===== src/hw/rtl/ipow_pkg.sv =====
// shared types and constants for the integer power block
// used by ipow_ctrl, ipow_datapath and integer_power_by_squaring
package ipow_pkg;

    // controller states
    typedef enum logic [1:0] {
        S_IDLE,
        S_CHECK,
        S_MUL,
        S_FINISH
    } t_state;

    // partial product steps of one 64-bit wrapped multiply on a 32x32 unit
    typedef enum logic [1:0] {
        STEP_LL,
        STEP_LH,
        STEP_HL
    } t_step;

    // commands from controller to datapath
    typedef struct packed {
        logic  load;      // take a new item
        logic  mul_en;    // run one multiply step
        t_step step;      // which partial product
        logic  dst_sq;    // 1: square register is written, 0: accumulator
        logic  shift;     // move to the next exponent bit
        logic  out_load;  // capture the result into the output register
    } t_dp_cmd;

    // status from datapath to controller
    typedef struct packed {
        logic exp_zero;   // no exponent bits left
        logic exp_bit0;   // current exponent bit
        logic exp_last;   // current bit is the top remaining one
        logic narrow;     // 32-bit word selected, one step per multiply
    } t_dp_status;

    localparam logic [63:0] MASK_32 = 64'h0000_0000_FFFF_FFFF;

endpackage


===== src/hw/rtl/ipow_datapath.sv =====
// datapath: accumulator, square and exponent registers, shared 32x32 multiplier
// and output register; depends on ipow_pkg
module ipow_datapath import ipow_pkg::*; #(
    parameter int WORD_BITS = 64
) (
    input  logic               i_clk,
    input  logic               i_mode,
    input  logic signed [63:0] i_base_value,
    input  logic signed [31:0] i_exponent,
    input  t_dp_cmd            i_cmd,
    output t_dp_status         o_status,
    output logic signed [63:0] o_power_result
);

    localparam logic [63:0] WMASK = {64{1'b1}} >> (64 - WORD_BITS);

    logic [63:0] r_acc, n_acc;
    logic [63:0] r_sq, n_sq;
    logic [30:0] r_exp, n_exp;
    logic [63:0] r_prod, n_prod;
    logic [31:0] r_hi, n_hi;
    logic [63:0] r_out, n_out;

    logic [63:0] mul_x;
    logic [31:0] mul_a, mul_b;
    logic [63:0] mul_p;
    logic [63:0] mul_res;
    logic        mul_wr;
    logic        narrow;
    logic        exp_pos;
    logic [63:0] ext_mask;
    logic        ext_sign;

    assign narrow  = !i_mode || (WORD_BITS <= 32);
    assign exp_pos = !i_exponent[31] && (i_exponent != 32'sd0);

    // operand selection for the shared multiplier
    assign mul_x = i_cmd.dst_sq ? r_sq : r_acc;
    always_comb begin
        case (i_cmd.step)
            STEP_LL: begin
                mul_a = mul_x[31:0];
                mul_b = r_sq[31:0];
            end
            STEP_LH: begin
                mul_a = mul_x[31:0];
                mul_b = r_sq[63:32];
            end
            STEP_HL: begin
                mul_a = mul_x[63:32];
                mul_b = r_sq[31:0];
            end
            default: begin
                mul_a = mul_x[31:0];
                mul_b = r_sq[31:0];
            end
        endcase
    end
    assign mul_p = {32'd0, mul_a} * {32'd0, mul_b};

    // final value and write strobe of a multiply
    always_comb begin
        mul_wr  = 1'b0;
        mul_res = mul_p;
        if (i_cmd.mul_en) begin
            case (i_cmd.step)
                STEP_LL: mul_wr = narrow;
                STEP_HL: begin
                    mul_wr  = 1'b1;
                    mul_res = {r_hi + mul_p[31:0], r_prod[31:0]};
                end
                default: mul_wr = 1'b0;
            endcase
        end
    end

    // sign extension from the selected word width
    always_comb begin
        ext_mask = i_mode ? WMASK : MASK_32;
        ext_sign = i_mode ? r_acc[WORD_BITS-1] : r_acc[31];
    end

    // register updates
    always_comb begin
        n_acc  = r_acc;
        n_sq   = r_sq;
        n_exp  = r_exp;
        n_prod = r_prod;
        n_hi   = r_hi;
        n_out  = r_out;
        if (i_cmd.load) begin
            n_acc = 64'd1;
            n_sq  = i_base_value;
            n_exp = exp_pos ? i_exponent[30:0] : 31'd0;
        end
        if (i_cmd.mul_en && (i_cmd.step == STEP_LL)) begin
            n_prod = mul_p;
        end
        if (i_cmd.mul_en && (i_cmd.step == STEP_LH)) begin
            n_hi = r_prod[63:32] + mul_p[31:0];
        end
        if (mul_wr) begin
            if (i_cmd.dst_sq) begin
                n_sq = mul_res;
            end else begin
                n_acc = mul_res;
            end
        end
        if (i_cmd.shift) begin
            n_exp = {1'b0, r_exp[30:1]};
        end
        if (i_cmd.out_load) begin
            n_out = ext_sign ? (r_acc | ~ext_mask) : (r_acc & ext_mask);
        end
    end

    always_ff @(posedge i_clk) begin
        r_acc  <= n_acc;
        r_sq   <= n_sq;
        r_exp  <= n_exp;
        r_prod <= n_prod;
        r_hi   <= n_hi;
        r_out  <= n_out;
    end

    // status back to the controller
    always_comb begin
        o_status.exp_zero = (r_exp == 31'd0);
        o_status.exp_bit0 = r_exp[0];
        o_status.exp_last = (r_exp[30:1] == 30'd0);
        o_status.narrow   = narrow;
    end

    assign o_power_result = r_out;

endmodule


===== src/hw/rtl/ipow_ctrl.sv =====
// controller: sequences square-and-multiply over the exponent bits and
// owns the handshakes; depends on ipow_pkg
module ipow_ctrl import ipow_pkg::*; (
    input  logic       i_clk,
    input  logic       i_rst_n,
    input  logic       i_in_valid,
    output logic       o_in_stall,
    output logic       o_out_valid,
    input  logic       i_out_stall,
    input  t_dp_status i_status,
    output t_dp_cmd    o_cmd
);

    t_state r_state, n_state;
    t_step  r_step, n_step;
    logic   r_dst_sq, n_dst_sq;
    logic   r_out_valid, n_out_valid;
    logic   mul_done;

    // state registers
    always_ff @(posedge i_clk) begin
        if (!i_rst_n) begin
            r_state     <= S_IDLE;
            r_step      <= STEP_LL;
            r_dst_sq    <= 1'b0;
            r_out_valid <= 1'b0;
        end else begin
            r_state     <= n_state;
            r_step      <= n_step;
            r_dst_sq    <= n_dst_sq;
            r_out_valid <= n_out_valid;
        end
    end

    assign mul_done = (r_step == STEP_HL) || (i_status.narrow && (r_step == STEP_LL));

    // next state and commands
    always_comb begin
        n_state      = r_state;
        n_step       = r_step;
        n_dst_sq     = r_dst_sq;
        n_out_valid  = r_out_valid && i_out_stall;
        o_cmd        = '0;
        o_cmd.step   = r_step;
        o_cmd.dst_sq = r_dst_sq;
        case (r_state)
            S_IDLE: begin
                if (i_in_valid) begin
                    o_cmd.load = 1'b1;
                    n_state    = S_CHECK;
                end
            end
            S_CHECK: begin
                if (i_status.exp_zero) begin
                    n_state = S_FINISH;
                end else begin
                    n_dst_sq = !i_status.exp_bit0;
                    n_step   = STEP_LL;
                    n_state  = S_MUL;
                end
            end
            S_MUL: begin
                o_cmd.mul_en = 1'b1;
                if (mul_done) begin
                    n_step = STEP_LL;
                    if (r_dst_sq) begin
                        // square finished, next exponent bit
                        o_cmd.shift = 1'b1;
                        n_state     = S_CHECK;
                    end else if (i_status.exp_last) begin
                        n_state = S_FINISH;
                    end else begin
                        n_dst_sq = 1'b1;
                    end
                end else begin
                    n_step = (r_step == STEP_LL) ? STEP_LH : STEP_HL;
                end
            end
            S_FINISH: begin
                // wait for the output register to be free
                if (!r_out_valid || !i_out_stall) begin
                    o_cmd.out_load = 1'b1;
                    n_out_valid    = 1'b1;
                    n_state        = S_IDLE;
                end
            end
            default: begin
                n_state = S_IDLE;
            end
        endcase
    end

    assign o_in_stall  = (r_state != S_IDLE);
    assign o_out_valid = r_out_valid;

endmodule


===== src/hw/rtl/integer_power_by_squaring.sv =====
// top level of the integer power block: width register, controller and datapath
// depends on ipow_pkg, ipow_ctrl and ipow_datapath
//
//  channel  direction  handshake                 payload
//  in       input      i_in_valid / o_in_stall   i_base_value[63:0], i_exponent[31:0]
//  out      output     o_out_valid / i_out_stall o_power_result[63:0]
//  cfg      input      i_cfg_valid / o_cfg_ready i_cfg_data (word width mode)
//
// one 32x32 multiplier does all products: a wrapped 64-bit multiply runs the partial
// products LL, LH and HL, a 32-bit one only LL. per exponent bit up to the top set bit:
// a check, a multiply if the bit is set, a square unless it is the top bit.
// an item passes through accept, the per-bit steps and finish before its result is offered.
// synchronous active-low reset sets the width mode to 1; the next item is taken
// while a result waits on a stalled output, and the block holds in finish until it leaves.
module integer_power_by_squaring import ipow_pkg::*; #(
    parameter int WORD_BITS = 64
) (
    input  logic               i_clk,
    input  logic               i_rst_n,
    input  logic               i_in_valid,
    output logic               o_in_stall,
    input  logic signed [63:0] i_base_value,
    input  logic signed [31:0] i_exponent,
    output logic               o_out_valid,
    input  logic               i_out_stall,
    output logic signed [63:0] o_power_result,
    input  logic               i_cfg_valid,
    output logic               o_cfg_ready,
    input  logic               i_cfg_data
);

    logic       r_mode;
    t_dp_cmd    cmd;
    t_dp_status status;

    // word width register
    always_ff @(posedge i_clk) begin
        if (!i_rst_n) begin
            r_mode <= 1'b1;
        end else if (i_cfg_valid && o_cfg_ready) begin
            r_mode <= i_cfg_data;
        end
    end

    assign o_cfg_ready = 1'b1;

    ipow_ctrl u_ctrl (
        .i_clk       (i_clk),
        .i_rst_n     (i_rst_n),
        .i_in_valid  (i_in_valid),
        .o_in_stall  (o_in_stall),
        .o_out_valid (o_out_valid),
        .i_out_stall (i_out_stall),
        .i_status    (status),
        .o_cmd       (cmd)
    );

    ipow_datapath #(
        .WORD_BITS (WORD_BITS)
    ) u_datapath (
        .i_clk          (i_clk),
        .i_mode         (r_mode),
        .i_base_value   (i_base_value),
        .i_exponent     (i_exponent),
        .i_cmd          (cmd),
        .o_status       (status),
        .o_power_result (o_power_result)
    );

endmodule


===== config.mk =====
export PLATFORM = sky130hd
export DESIGN_NAME = integer_power_by_squaring
export DESIGN_NICKNAME = d
export VERILOG_FILES = /design/src/hw/rtl/ipow_pkg.sv /design/src/hw/rtl/ipow_datapath.sv /design/src/hw/rtl/ipow_ctrl.sv /design/src/hw/rtl/integer_power_by_squaring.sv
export SDC_FILE = /design/constraint.sdc
export NUM_CORES = 2
export LEC_CHECK = 0
export ABC_CLOCK_PERIOD_IN_PS = 10900
export BUFFER_PORTS_ARGS = -buffer_cell sky130_fd_sc_hd__buf_2
export CAP_MARGIN = 15
export CORE_AREA = 2 2 354 356
export DETAILED_ROUTE_END_ITERATION = 10
export DIE_AREA = 0 0 356 358
export RECOVER_POWER = 100
export SETUP_SLACK_MARGIN = 0.02
export SYNTH_ARGS = -nofsm -noshare
export SYNTH_HDL_FRONTEND = slang
export SYNTH_SLANG_ARGS = --single-unit

===== constraint.sdc =====
create_clock -name i_clk -period 10.9 [get_ports i_clk]
set_clock_uncertainty 0.05 [all_clocks]
set_input_delay 2.18 -clock i_clk [delete_from_list [all_inputs] [get_ports i_clk]]
set_output_delay 2.18 -clock i_clk [all_outputs]
set_load 0.005 [all_outputs]

==> impl_metrics.tcl <==
set metrics [dict create \
    netlist_area_um2 49000 \
    first_global_vias 40150 \
    hp-class "reg -> reg" \
    ant_nets 0 \
    netlist.area_leader.share_pct 36.7 \
    drtIter0Drc 3582 \
    overflow 0 \
    clock.fmax_mhz 94.2 \
    met3_usage_pct 5.23 \
    critPathLaunchType "flop" \
    dp.cells 7059 \
    initial_core_util_pct 39.7 \
    async_flop_share_pct 0 \
    met2_usage_pct 45.0 \
    fin_setup_tns_ps 0 \
    final_period_minus_worst_setup_slack_ps 10620 \
    drv_cap 9 \
    avgSynthCellArea_um2 9.19 \
    r2r.worst_path.cells 36 \
    worst_pin_slew_ps 3770 \
    critPathMaxStageDelay_ps 700 \
    clk_latency_ps 630 \
    rsz0062_at_grt "no" \
    violations "capacitance limit, slew limit" \
    crit_required_ps 11220 \
    first_pass_iters 7 \
    clkTransAtPathRegs_ps 70 \
    drv_slew 460 \
    syn_to_final_growth_pct 8.63 \
    cts_buffers 31 \
    r2r_end "u_datapath.r_hi[28]" \
    critical_path_class "reg -> reg" \
    yosysTopAreaCell "fa_1" \
    clock-sinks 326 \
    track_usage_pct 28.0 \
    cts_max_level 1 \
    fp-row-count 129 \
    pre_cts_ws_ps 651 \
    ios 169 \
    setup_ws_ps 282 \
    post_cts_buffers 0 \
    vias 39389 \
    antenna_found_initial 12 \
    core-area_um2 123000 \
    drcViolationCount 0 \
    status "finished with violations" \
    die_y_um 358 \
    fillers 12321 \
    ys_types 83 \
    ys.flop_type "edfxtp_1" \
    r2r-start "u_ctrl.r_step[0]" \
    fin_nets 6787 \
    dpl.hpwl_um 146000 \
    final-setup-viol-count 0 \
    hold_violations 0 \
    critPathLaunch "u_ctrl.r_step[0]" \
    finalWirelength_um 177000 \
    grt_max_degree 87 \
    rrSetupSlack_ps 280 \
    synthesis.nets 6665 \
    grt_use_met1_pct 37.5 \
    fin_cells 7122 \
    cts-hold-fix-buffers 0 \
    layout-drive-gt1-share_pct 7.74 \
    wl_per_cell_um 24.8 \
    yosys_warnings 0 \
    cts_root_buf "clkbuf_16" \
    cts_max_path_buffers 3 \
    fin_hold_ws_ps 446 \
    grt_pass1_wl_um 264000 \
    slew_headroom_pct -151 \
    ys_seq_area_share_pct 17.2 \
    crit_path_end_kind "flop" \
    synthCells 5333 \
    die-area_um2 127000 \
    synth_edf_count 190 \
    cp_common_cell "ha_1" \
    crit_arrival_ps 10940 \
    avgViaCountPerCell 5.53 \
    port_buffers 167 \
    synth_seq_cells 326 \
    gp_congestion 0.996 \
    cp_slowest_cell "xnor2_1" \
    fin_crit_sh_pct 97.4 \
    crit_end "u_datapath.r_hi[28]" \
    fp.dieW_um 356 \
    cts_tree "done" \
    cts-resized-gates 0 \
    synthTopCellsByArea "fa_1 (37%), edfxtp_1 (12%), ha_1 (8.5%)" \
    top_usage_layer "met2" \
    cp_max_fo 34 \
]
[per-stage QoR]
| step | instance area, µm² | utilization [%] |
|---|---|---|
| global route | 53200 | 43.2 |
| finish | 53200 | 43.2 |
| global placement | 52600 | 42.6 |
| detailed placement | 52600 | 42.7 |
| CTS | 53500 | 43.4 |
| floorplan | 49000 | - |
[worst max-delay path: cells and delay by family, from the launching register on]
kind	cells	cell delay, ps
simple gates	7	1470
xor+xnor	2	790
compound gates	12	2670
buf+inv	5	1130
flops	1	390
fa+ha+maj	10	3810
[synth_stat cells, types with 27 or more instances]
master / instances
a211oi_1: 71
a21o_1: 78
a21oi_1: 172
a22o_1: 30
a31oi_1: 27
and2_1: 108
clkbuf_1: 257
dfxtp_1: 136
edfxtp_1: 190
fa_1: 898
ha_1: 332
inv_1: 901
mux2_2: 32
mux2i_1: 68
nand2_1: 902
nand2b_1: 28
nand3_1: 89
nand4_1: 36
nor2_1: 401
nor2b_1: 43
o21a_1: 37
o21ai_0: 114
o21ai_1: 35
xnor2_1: 72
xor2_1: 45
[cells in the final DEF (no fill, tap or decap), types with 104 or more instances in the layout]
cell type	instances
a21oi_1	176
buf_4	164
edfxtp_1	190
ha_1	332
nand2_1	901
dfxtp_1	135
inv_1	901
fa_1	898
nor2_1	399
o21ai_0	123
and2_1	104
buf_2	122
[layer usage]
layer	share of wire, %	vias up
met5	0.022	-
met4	4.9	6
met3	8.5	372
met2	46	1798
met1	41	20189
li1	-	17024
[state kept, by name, indices dropped and copies added, names as in the netlist]
name                       count
u_datapath.o_power_result     64
u_datapath.r_acc              64
u_datapath.r_prod             64
u_datapath.r_sq               64
u_datapath.r_hi               32
u_datapath.r_exp              31
u_ctrl.r_state                 2
u_ctrl.r_step                  2
r_mode                         1
u_ctrl.o_out_valid             1
u_ctrl.r_dst_sq                1
[area by class of cell]
| type | count | area (µm²) | area share [%] |
|---|---|---|---|
| antenna | 5 | 12.5 | 0.0235 |
| clock buffer | 34 | 787 | 1.48 |
| clock inverter | 24 | 156 | 0.294 |
| inverter | 901 | 3380 | 6.35 |
| multi-input combinational | 3815 | 36100 | 67.8 |
| sequential | 326 | 8430 | 15.8 |
| tap | 1637 | 2050 | 3.85 |
| timing repair buffer | 380 | 2320 | 4.35 |
[how the worst min path moves through the flow]
stage | from | to | slack (ps) | cells after the start
2_1_floorplan | u_datapath.r_acc[23] | u_datapath.o_power_result[23] | 370 | 0
3_3_place_gp | u_datapath.r_exp[30] | u_datapath.r_exp[30] | 410 | 2
3_5_place_dp | u_datapath.r_acc[27] | u_datapath.o_power_result[27] | 430 | 0
4_1_cts | u_datapath.r_exp[30] | u_datapath.r_exp[30] | 450 | 2
5_1_grt | u_datapath.r_acc[28] | u_datapath.o_power_result[28] | 460 | 0
6_report | u_datapath.r_acc[28] | u_datapath.o_power_result[28] | 450 | 0
[cells by family (layout without fill, tap and decap cells)]
logic type / count (synthesis) / count (layout) / synth area share [%]
simple gates: 1680 / 1680 / 14.6
compound gates: 676 / 676 / 9.14
mux: 111 / 111 / 2.63
fa+ha+maj: 1230 / 1230 / 45.2
other cells: 1 / 6 / 0.00765
buf+inv: 1192 / 1339 / 9.20
flops: 326 / 326 / 17.2
xor+xnor: 117 / 117 / 2.09
Power is left out: the tool's default activity adds up to more than one toggle a clock period on the data nets, which glitch-free logic cannot reach.
